==> src/hw/rtl/lpg_pkg.sv <==
// shared types and constants for the line pixel generator
package lpg_pkg;

    localparam int unsigned CoordW = 16;
    localparam int unsigned DeltaW = 17;
    localparam int unsigned ErrW   = 18;

    // item kind codes
    typedef enum logic [0:0] {
        KIND_LOAD = 1'b0,
        KIND_STEP = 1'b1
    } t_kind;

    // classified word passed from the front to the back
    typedef struct packed {
        t_kind                     kind;
        logic signed [CoordW-1:0]  x_start;
        logic signed [CoordW-1:0]  y_start;
        logic signed [CoordW-1:0]  x_end;
        logic signed [CoordW-1:0]  y_end;
        logic        [DeltaW-1:0]  abs_dx;
        logic signed [DeltaW-1:0]  neg_abs_dy;
        logic signed [ErrW-1:0]    error_init;
        logic                      dir_x_neg;
        logic                      dir_y_neg;
    } t_cmd;

endpackage

==> src/hw/rtl/lpg_front.sv <==
// front end: accepts input words and precomputes line deltas on a load
module lpg_front (
    input  logic                                i_in_valid,
    output logic                                o_in_stall,
    input  logic                                i_kind,
    input  logic signed [lpg_pkg::CoordW-1:0]   i_x_start,
    input  logic signed [lpg_pkg::CoordW-1:0]   i_y_start,
    input  logic signed [lpg_pkg::CoordW-1:0]   i_x_end,
    input  logic signed [lpg_pkg::CoordW-1:0]   i_y_end,
    input  logic                                i_q_full,
    output logic                                o_push,
    output lpg_pkg::t_cmd                       o_cmd
);
    import lpg_pkg::*;

    logic signed [DeltaW-1:0] ddx;
    logic signed [DeltaW-1:0] ddy;
    logic        [DeltaW-1:0] abs_dx;
    logic signed [DeltaW-1:0] neg_abs_dy;

    // handshake toward the sender
    assign o_in_stall = i_q_full;
    assign o_push     = i_in_valid && !i_q_full;

    // signed differences, one extra bit so they never overflow
    assign ddx = DeltaW'(signed'({i_x_end[CoordW-1], i_x_end}))
               - DeltaW'(signed'({i_x_start[CoordW-1], i_x_start}));
    assign ddy = DeltaW'(signed'({i_y_end[CoordW-1], i_y_end}))
               - DeltaW'(signed'({i_y_start[CoordW-1], i_y_start}));

    // magnitudes
    assign abs_dx     = ddx[DeltaW-1] ? DeltaW'(-ddx) : DeltaW'(ddx);
    assign neg_abs_dy = ddy[DeltaW-1] ? ddy : -ddy;

    // classified word
    always_comb begin
        o_cmd.kind       = t_kind'(i_kind);
        o_cmd.x_start    = i_x_start;
        o_cmd.y_start    = i_y_start;
        o_cmd.x_end      = i_x_end;
        o_cmd.y_end      = i_y_end;
        o_cmd.abs_dx     = abs_dx;
        o_cmd.neg_abs_dy = neg_abs_dy;
        o_cmd.error_init = ErrW'(signed'({1'b0, abs_dx}))
                         + ErrW'(signed'({neg_abs_dy[DeltaW-1], neg_abs_dy}));
        // step toward smaller values unless start is strictly below end
        o_cmd.dir_x_neg  = (ddx <= 0);
        o_cmd.dir_y_neg  = (ddy <= 0);
    end

endmodule

==> src/hw/rtl/lpg_queue.sv <==
// short command queue between the front and the back
module lpg_queue #(
    parameter int unsigned DEPTH = 4
) (
    input  logic          i_clk,
    input  logic          i_rst_n,
    input  logic          i_push,
    input  lpg_pkg::t_cmd i_cmd,
    output logic          o_full,
    output logic          o_valid,
    input  logic          i_pop,
    output lpg_pkg::t_cmd o_cmd
);
    import lpg_pkg::*;

    localparam int unsigned PtrW = (DEPTH > 1) ? $clog2(DEPTH) : 1;
    localparam int unsigned CntW = $clog2(DEPTH + 1);

    t_cmd            r_slot [DEPTH];
    logic [PtrW-1:0] r_wr_ptr, n_wr_ptr;
    logic [PtrW-1:0] r_rd_ptr, n_rd_ptr;
    logic [CntW-1:0] r_count, n_count;

    assign o_full  = (r_count == CntW'(DEPTH));
    assign o_valid = (r_count != '0);
    assign o_cmd   = r_slot[r_rd_ptr];

    // pointer and fill count update
    always_comb begin
        n_wr_ptr = r_wr_ptr;
        n_rd_ptr = r_rd_ptr;
        n_count  = r_count;
        if (i_push) begin
            n_wr_ptr = (r_wr_ptr == PtrW'(DEPTH - 1)) ? '0 : r_wr_ptr + 1'b1;
        end
        if (i_pop) begin
            n_rd_ptr = (r_rd_ptr == PtrW'(DEPTH - 1)) ? '0 : r_rd_ptr + 1'b1;
        end
        if (i_push && !i_pop) begin
            n_count = r_count + 1'b1;
        end else if (!i_push && i_pop) begin
            n_count = r_count - 1'b1;
        end
    end

    always_ff @(posedge i_clk) begin
        if (!i_rst_n) begin
            r_wr_ptr <= '0;
            r_rd_ptr <= '0;
            r_count  <= '0;
        end else begin
            r_wr_ptr <= n_wr_ptr;
            r_rd_ptr <= n_rd_ptr;
            r_count  <= n_count;
        end
    end

    // slot storage
    always_ff @(posedge i_clk) begin
        if (i_push) begin
            r_slot[r_wr_ptr] <= i_cmd;
        end
    end

endmodule

==> src/hw/rtl/lpg_back.sv <==
// back end: line state, pixel stepping and the output register
module lpg_back (
    input  logic                                i_clk,
    input  logic                                i_rst_n,
    input  logic                                i_q_valid,
    input  lpg_pkg::t_cmd                       i_cmd,
    output logic                                o_pop,
    output logic                                o_out_valid,
    input  logic                                i_out_stall,
    output logic signed [lpg_pkg::CoordW-1:0]   o_pixel_x,
    output logic signed [lpg_pkg::CoordW-1:0]   o_pixel_y,
    output logic                                o_last
);
    import lpg_pkg::*;

    localparam int unsigned E2W = ErrW + 1;

    logic signed [CoordW-1:0] r_cur_x, r_cur_y, r_end_x, r_end_y;
    logic        [DeltaW-1:0] r_abs_dx;
    logic signed [DeltaW-1:0] r_neg_abs_dy;
    logic signed [ErrW-1:0]   r_error;
    logic                     r_dir_x_neg, r_dir_y_neg;
    logic                     r_busy;
    logic                     r_out_valid;
    logic signed [CoordW-1:0] r_pixel_x, r_pixel_y;
    logic                     r_last;

    logic                     out_free;
    logic                     is_load;
    logic                     emit;
    logic                     at_end;
    logic signed [E2W-1:0]    e2;
    logic signed [E2W-1:0]    ndy_ext;
    logic signed [E2W-1:0]    dx_ext;
    logic                     move_x, move_y;
    logic signed [E2W-1:0]    err_sum;

    // pop decision: loads and idle steps never wait on the output
    assign out_free = !r_out_valid || !i_out_stall;
    assign is_load  = (i_cmd.kind == KIND_LOAD);
    assign o_pop    = i_q_valid && (is_load || !r_busy || out_free);
    assign emit     = i_q_valid && !is_load && r_busy && out_free;

    // bresenham step decision
    assign at_end  = (r_cur_x == r_end_x) && (r_cur_y == r_end_y);
    assign e2      = E2W'(signed'({r_error, 1'b0}));
    assign ndy_ext = E2W'(r_neg_abs_dy);
    assign dx_ext  = E2W'(signed'({1'b0, r_abs_dx}));
    assign move_x  = (e2 >= ndy_ext);
    assign move_y  = (e2 <= dx_ext);
    assign err_sum = E2W'(r_error) + (move_x ? ndy_ext : '0) + (move_y ? dx_ext : '0);

    // line state
    always_ff @(posedge i_clk) begin
        if (!i_rst_n) begin
            r_cur_x      <= '0;
            r_cur_y      <= '0;
            r_end_x      <= '0;
            r_end_y      <= '0;
            r_abs_dx     <= '0;
            r_neg_abs_dy <= '0;
            r_error      <= '0;
            r_dir_x_neg  <= 1'b0;
            r_dir_y_neg  <= 1'b0;
            r_busy       <= 1'b0;
        end else if (o_pop && is_load) begin
            r_cur_x      <= i_cmd.x_start;
            r_cur_y      <= i_cmd.y_start;
            r_end_x      <= i_cmd.x_end;
            r_end_y      <= i_cmd.y_end;
            r_abs_dx     <= i_cmd.abs_dx;
            r_neg_abs_dy <= i_cmd.neg_abs_dy;
            r_error      <= i_cmd.error_init;
            r_dir_x_neg  <= i_cmd.dir_x_neg;
            r_dir_y_neg  <= i_cmd.dir_y_neg;
            r_busy       <= 1'b1;
        end else if (emit) begin
            if (at_end) begin
                r_busy <= 1'b0;
            end else begin
                r_error <= ErrW'(err_sum);
                if (move_x) begin
                    r_cur_x <= r_dir_x_neg ? r_cur_x - 1'b1 : r_cur_x + 1'b1;
                end
                if (move_y) begin
                    r_cur_y <= r_dir_y_neg ? r_cur_y - 1'b1 : r_cur_y + 1'b1;
                end
            end
        end
    end

    // output word valid
    always_ff @(posedge i_clk) begin
        if (!i_rst_n) begin
            r_out_valid <= 1'b0;
        end else if (emit) begin
            r_out_valid <= 1'b1;
        end else if (!i_out_stall) begin
            r_out_valid <= 1'b0;
        end
    end

    // output word payload
    always_ff @(posedge i_clk) begin
        if (emit) begin
            r_pixel_x <= r_cur_x;
            r_pixel_y <= r_cur_y;
            r_last    <= at_end;
        end
    end

    assign o_out_valid = r_out_valid;
    assign o_pixel_x   = r_pixel_x;
    assign o_pixel_y   = r_pixel_y;
    assign o_last      = r_last;

    // a step while idle is dropped without producing a word
    a_idle_step_silent: assert property (@(posedge i_clk) disable iff (!i_rst_n)
        (i_q_valid && !is_load && !r_busy && out_free) |=> !r_out_valid)
        else $error("step while idle produced a word");

    // the end pixel finishes the line
    a_last_clears_busy: assert property (@(posedge i_clk) disable iff (!i_rst_n)
        (emit && at_end) |=> (!r_busy && r_out_valid && r_last))
        else $error("end pixel did not finish the line");

    // a load is never held back by a stalled output
    a_load_pops: assert property (@(posedge i_clk) disable iff (!i_rst_n)
        (i_q_valid && is_load) |-> o_pop)
        else $error("load word not taken");

    // a new word is only produced when the output register can take it
    a_no_overwrite: assert property (@(posedge i_clk) disable iff (!i_rst_n)
        emit |-> (!r_out_valid || !i_out_stall))
        else $error("output word overwritten while stalled");

endmodule

==> src/hw/rtl/line_pixel_generator_core.sv <==
// top level of the bresenham line pixel generator
//
// Input channel (i_in_valid / o_in_stall): a word with i_kind = load carries
// the start and end points and gives no output; a word with i_kind = step
// emits the current pixel of the running line. A step with no line running
// is dropped. A load while a line runs abandons it and starts the new one.
// Output channel (o_out_valid / i_out_stall): one word per busy step, with
// o_last set on the end point, after which the line is finished.
// A step passes through the queue and then the output register.
// Throughput: one word per cycle in each direction while neither side stalls;
// every step is one add-and-compare pass of the error term in the back end.
// A QUEUE_DEPTH entry queue sits between the front end, which computes the
// deltas of a load, and the back end, which owns the line state. When the
// receiver stalls, the output register holds its word, steps wait in the
// queue and o_in_stall rises once it is full; loads at the head still drain.
// Reset (synchronous, active low) empties the queue, clears the output
// valid and leaves no line running.
module line_pixel_generator_core #(
    parameter int unsigned QUEUE_DEPTH = 4
) (
    input  logic                                i_clk,
    input  logic                                i_rst_n,
    input  logic                                i_in_valid,
    output logic                                o_in_stall,
    input  logic                                i_kind,
    input  logic signed [lpg_pkg::CoordW-1:0]   i_x_start,
    input  logic signed [lpg_pkg::CoordW-1:0]   i_y_start,
    input  logic signed [lpg_pkg::CoordW-1:0]   i_x_end,
    input  logic signed [lpg_pkg::CoordW-1:0]   i_y_end,
    output logic                                o_out_valid,
    input  logic                                i_out_stall,
    output logic signed [lpg_pkg::CoordW-1:0]   o_pixel_x,
    output logic signed [lpg_pkg::CoordW-1:0]   o_pixel_y,
    output logic                                o_last
);
    import lpg_pkg::*;

    logic q_full;
    logic q_push;
    logic q_valid;
    logic q_pop;
    t_cmd front_cmd;
    t_cmd back_cmd;

    // classify incoming words
    lpg_front u_front (
        .i_in_valid (i_in_valid),
        .o_in_stall (o_in_stall),
        .i_kind     (i_kind),
        .i_x_start  (i_x_start),
        .i_y_start  (i_y_start),
        .i_x_end    (i_x_end),
        .i_y_end    (i_y_end),
        .i_q_full   (q_full),
        .o_push     (q_push),
        .o_cmd      (front_cmd)
    );

    // decoupling queue
    lpg_queue #(
        .DEPTH (QUEUE_DEPTH)
    ) u_queue (
        .i_clk   (i_clk),
        .i_rst_n (i_rst_n),
        .i_push  (q_push),
        .i_cmd   (front_cmd),
        .o_full  (q_full),
        .o_valid (q_valid),
        .i_pop   (q_pop),
        .o_cmd   (back_cmd)
    );

    // line stepping and output
    lpg_back u_back (
        .i_clk       (i_clk),
        .i_rst_n     (i_rst_n),
        .i_q_valid   (q_valid),
        .i_cmd       (back_cmd),
        .o_pop       (q_pop),
        .o_out_valid (o_out_valid),
        .i_out_stall (i_out_stall),
        .o_pixel_x   (o_pixel_x),
        .o_pixel_y   (o_pixel_y),
        .o_last      (o_last)
    );

endmodule
==> config.mk <==
export PLATFORM = sky130hd
export DESIGN_NAME = line_pixel_generator_core
export DESIGN_NICKNAME = d
export VERILOG_FILES = /design/src/hw/rtl/lpg_pkg.sv /design/src/hw/rtl/lpg_front.sv /design/src/hw/rtl/lpg_queue.sv /design/src/hw/rtl/lpg_back.sv /design/src/hw/rtl/line_pixel_generator_core.sv
export SDC_FILE = /design/constraint.sdc
export NUM_CORES = 1
export LEC_CHECK = 0
export BUFFER_PORTS_ARGS = -buffer_cell sky130_fd_sc_hd__buf_2
export CAP_MARGIN = 20
export CORE_MARGIN = 5
export CORE_UTILIZATION = 50
export CTS_CLUSTER_DIAMETER = 120
export DETAILED_ROUTE_END_ITERATION = 10
export PLACE_DENSITY = 0.66
export SLEW_MARGIN = 15
export SYNTH_ARGS = -nofsm -noshare
export SYNTH_HDL_FRONTEND = slang
export SYNTH_SLANG_ARGS = --single-unit
==> constraint.sdc <==
create_clock -name i_clk -period 5.8 [get_ports i_clk]
set_input_delay 1.45 -clock i_clk [delete_from_list [all_inputs] [get_ports i_clk]]
set_output_delay 1.45 -clock i_clk [all_outputs]
set_load 0.005 [all_outputs]
# ---- After elaboration in Yosys (flattened, before gate mapping)
# Memory sizes are Yosys's and may differ from the RTL's. A register that Yosys moved wholly into a read port is not among the register bits.
# Index checks and enable logic that the tools add are counted.
dict set report totals {
  mem_count 1
  ram_bits 476
  reg_bits 160
  out_inout_bits 35
  wordCells 103
  input_bits 69
}
# name depth width rd rd_ports_with_merged_regs wr line_no
set mem_list {}
lappend mem_list {u_queue.r_slot 4 119 1 1 1 lpg_queue.sv:19} ;# t_cmd r_slot [DEPTH];
dict set report op_classes {
  n_eq_ne 7
  n_lt_le_gt_ge 4
  n_bitwise 1
  n_reduce_logical 28
  n_mux 30
  n_addsub 15
}
# op n
set op_table {}
lappend op_table {{$mux 16} 10}
lappend op_table {{$mux 18} 4}
lappend op_table {{$mux 17} 3}
lappend op_table {{$add 18x18->18} 2}
lappend op_table {{$le 17x1->1 const B} 2}
lappend op_table {{$neg 17->17} 2}
lappend op_table {{$sub 16x16->17} 2}
lappend op_table {{$add 16x1->16 const B} 2}
lappend op_table {{$eq 16x16->1} 2}
lappend op_table {{$sub 16x1->16 const B} 2}
lappend op_table {{$ge 19x17->1} 1}
lappend op_table {{$le 19x18->1} 1}
lappend op_table {{$add 18x17->18} 1}
lappend op_table {{$reduce_bool 2->1} 5}
lappend op_table {{$logic_and 1x1->1} 9}
lappend op_table {{$mux 2} 4}
lappend op_table {{$mux 1} 7}
lappend op_table {{$logic_not 1->1} 6}
lappend op_table {{$mux 3} 2}
lappend op_table {{$reduce_and 3->1} 2}
lappend op_table {{$add 2x1->2 const B} 2}
lappend op_table {{$eq 2x2->1 const B} 2}
lappend op_table {{$reduce_and 2->1} 2}
lappend op_table {{$add 3x1->3 const B} 1}
lappend op_table {{other kinds (7)} 9}

# ---- Depth between registers and ports, before layout
dict set report logic_depth {
  word_depth 7
  ltp_mapped 24
  depth_no_buf 23
}

# ---- Modules after synthesis
# A second synthesis with hierarchy kept.
dict set report unflattened {
  cells_unflattened 2307
  hier_area_um2 30839.6
}
# mod n_inst seq_area_each_um2 area_per_inst_um2 cells_each
set modules_own_cells {}
lappend modules_own_cells {lpg_queue 1 14473.9 17730.8 665}
lappend modules_own_cells {lpg_back 1 3393.3 9315.2 1103}
lappend modules_own_cells {lpg_front 1 0.0 3793.6 539}

# ---- Worst setup path before layout
# OpenSTA, ideal clock, no wires.
dict set report synth_path {
  kind {input port to flip-flop}
  startpoint {input i_y_end[0] in the netlist's numbering}
  endpoint {memory u_queue.r_slot[0][19] in the netlist's numbering (data pin)}
  required_ns 5.531
  path_stages 23
  path_slack_ns -0.404
  arrival_ns 5.935
  setup_ns 0.269
  n_path_buf 1
  cell_sequence {inv_1 -> ha_1 -> inv_1 -> fa_1 -> a211oi_1 -> o211ai_1 -> nand2_1 -> o21ai_0 -> o31ai_1 -> o21ai_0 -> mux2i_1 -> clkbuf_1 -> nor2_1 -> xnor2_1 -> ha_1 -> a21oi_1 -> o21bai_1 -> a21oi_1 -> o21ai_0 -> a21oi_1 -> o21ai_0 -> a41o_1 -> xor2_1}
}
# item line_no
set synth_rtl {}
lappend synth_rtl {{from (decl)} line_pixel_generator_core.sv:29} ;# input logic signed [lpg_pkg::CoordW-1:0] i_y_end,
lappend synth_rtl {{to (decl)} lpg_queue.sv:19}

==> impl_metrics.toml <==
[grt]
grt_pass1_vias = 19300
antenna_found_initial = 7
grt_max_degree = 89
grt_pass1_wl_mm = 115
grt_overflow = 0
grt_usage = 0.227

[clock_tree]
clk-insertion-delay-late_ns = 0.63
clk_pin_slew_ns = 0.06
cts_htree_levels = 3
cts_buffers = 69
clockRootBuffer = "clkbuf_16"
cts_tree = "built"
clock_sinks = 638
cts_max_path_buffers = 3
postCtsHoldBufs = 0

[synthesis]
yosys-top-cells-area = "edfxtp_1 51%, mux4_2 8.9%, dfxtp_1 8.6%"
synthFlopType = "edfxtp_1"
synth.most_common_cell = "edfxtp_1"
synth.top_cell.area_share = 0.508
synth_common_cells = "509 x edfxtp_1, 235 x nand2_1, 166 x a21oi_1"
synth-edff-count = 509
synth_fp_nets = 2494
yosys_warnings = 0
synth_cell_types = 77
synth_area_sq_mm = 0.0301
seq_area_frac_synth = 0.594
syn_inst = 2266
avgSynthCellArea_sq_um = 13.3
ys_ff_latch = 638
yosysTopAreaCell = "edfxtp_1"
async_flop_share = 0

[pwr]
switching_share = 0.366
p_sw_uw = 6860
ir_drop_mv = 0.331
power.total_uw = 18800
p_per_area_mw_per_mm2 = 534
pwr-share-seq = 0.359
p_leak_uw = 0.0131
combPwrFrac = 0.402
clockPowerShare = 0.239
p_int_uw = 11900

[routing]
vias = 19600
vias_per_cell = 5.80
wl_per_cell_microns = 22.2
drt-initial-drc-count = 1839
dr.pass1.iters = 5
drc = 0
wirelength_mm = 75.0
ant_nets = 0

[timing]
final.setup.tns_ns = 0
max_freq_mhz = 182
setup-violations-final = 0
setup_ws_ns = 0.296
fin_crit_sh = 0.949
worstMarginPinSlew_ns = 1.08
maxSlewHeadroom = 0.280
drv_slew = 0
finClkSkew_ns = 0.0342
hold_viol = 0
fin_crit_ns = 5.50

[floorplan]
initial_core_util = 0.502
core-area_sq_mm = 0.0600
dieArea_sq_mm = 0.0652
fp.dieW_microns = 255
placementRows = 90
die_y_microns = 255
io_pins = 104

[placed_design]
dp_hpwl_mm = 52.8
portBuffers = 103
pre_cts_ws_ns = -0.423
routabilityCongestion = 0.889
placed_area_sq_mm = 0.0327
place_inst = 3243

[layout]
instances_no_fill = 3376
syn_to_final_growth_pct = 16.7
nets = 2762
nFillCells = 4703
drive_above_1_share = 0.212
fin_area_sq_mm = 0.0351

[critical_path]
crit_slowest_cell = "fa_1"
path_cells = "buf_2 -> inv_1 -> ha_1 -> inv_1 -> fa_2 -> a211oi_2 -> o211ai_1 -> nand2_1 -> o21ai_1 -> o31ai_2 -> o21ai_1 -> mux2i_2 -> mux2_4 -> fa_1 -> a21o_1 -> a21oi_2 -> o21bai_1 -> a21o_1 -> a21oi_2 -> o21ai_0 -> a21o_1 -> a21oi_2 -> xnor2_1"
r2r_start = "u_back.r_neg_abs_dy[16]"
end_kind = "register"
path_max_fanout = 5
crit_type = "primary input to register"
required_ns = 6.13
ff2ff_path_depth = 21
crit_start = "i_y_end[0]"
worstSetupEndpoint = "u_queue.r_slot[0][16]"
worstSetupStartpointType = "primary input"
arrival_ns = 5.84
max_stage_delay_ns = 0.46
ff2ff_setup_slack_ns = 0.42
r2r-end = "u_back.r_error[17]"

[job]
cap_violations = 0

[worst_hold_path]
min_from = "u_back.r_end_x[12]"
min_path_type = "register to register"

[run_status]
outcome = "completed"
## flip-flops by register name, summed over array words and instances, names as in the netlist, 3 cells and up, named ones only
register	flops
u_queue.r_slot	476
u_back.r_error	18
u_back.r_abs_dx	17
u_back.r_neg_abs_dy	17
u_back.o_pixel_x	16
u_back.o_pixel_y	16
u_back.r_cur_x	16
u_back.r_cur_y	16
u_back.r_end_x	16
u_back.r_end_y	16
u_queue.r_count	3
## worst max-delay path, delay by kind of cell
kind	cells	cell delay (ns)
buf+inv	3	0.23
simple gates	1	0.09
mux	2	0.68
fa+ha+maj	3	1.00
xor+xnor	1	0.13
compound gates	13	2.23
## power by group through the flow
stage	Sequential (uW)	Combinational (uW)	Clock, uW
floorplan	6560	5030	0
global placement	6790	7300	0
detailed placement	6830	7460	0
CTS	6740	7520	4570
global route	6820	8240	4780
finish	6730	7540	4490
## through the flow
step / util / hold slack (ns)
global route: 0.585 / 0.487
detailed placement: 0.546 / 0.462
global placement: 0.545 / 0.457
finish: 0.585 / 0.473
CTS: 0.585 / 0.469
floorplan: - / 0.445
## cell type report
class                   count  area (sq um)  area share
flip-flops and latches    638         17900       0.509
inverters                 155           583      0.0166
multi-input cells        1391         11400       0.325
repair buffers            279          1940      0.0552
clock inverters            45           523      0.0149
clock buffers              82          1820      0.0517
diodes                      4          10.0    0.000285
well taps                 782           978      0.0278
## metal layers
metal / routed length [microns] / track usage / vias up / share of wire
met5: 13 / 0 / - / 0.00017
met3: 5240 / 0.0378 / 83 / 0.070
li1: - / - / 9021 / -
met2: 34500 / 0.353 / 651 / 0.46
met4: 1340 / 0.0564 / 2 / 0.018
met1: 33900 / 0.340 / 9823 / 0.45
## cell usage in the layout, fill, tap and decap left out, types with 7 or more instances in the layout
cell type,count
a211oi_1,38
a21o_1,38
a21oi_1,160
a31oi_1,11
and2_1,7
and3_1,10
buf_2,103
buf_4,168
bufinv_16,9
clkbuf_1,10
clkbuf_16,70
clkinv_1,13
clkinv_2,11
dfxtp_1,127
edfxtp_1,509
fa_1,23
ha_1,135
inv_1,154
mux2i_1,23
mux4_2,119
nand2_1,235
nand2b_1,9
nand3_1,29
nand4_1,13
nor2_1,116
nor2b_1,16
nor3_1,40
nor4_1,14
o21a_1,12
o21ai_0,65
o21bai_1,12
o31ai_1,11
or3_1,10
xnor2_1,65
xor2_1,68
## cells by family (layout without fill, tap and decap cells)
| family | Yosys count | count (layout) | share of synthesized area |
|---|---|---|---|
| AOI/OAI and AO/OA | 422 | 422 | 0.0878 |
| xor gates and xnor gates | 135 | 135 | 0.0393 |
| adders and majority gates | 159 | 159 | 0.0721 |
| buffers and inverters | 237 | 561 | 0.0301 |
| DFF | 638 | 638 | 0.594 |
| muxes | 146 | 146 | 0.0981 |
| other | 0 | 4 | 0 |
| and+or+nand+nor | 529 | 529 | 0.0791 |
## how the worst min path moves through the flow
stage,depth (start not counted),to
5_1_grt,2,u_back.r_end_y[6]
3_3_place_gp,2,u_back.r_end_x[0]
6_report,2,u_back.r_end_x[12]
3_5_place_dp,2,u_back.r_end_y[9]
2_1_floorplan,2,u_back.r_abs_dx[0]
4_1_cts,2,u_back.r_end_y[9]
## what timing repair did
| action | CTS | global route |
|---|---|---|
| endpoints found under the setup margin | 0 | 28 |
| gates resized for setup | 0 | 5 |
| setup buffers | 0 | 1 |
Note: power is estimated with default switching activity, not from simulation.
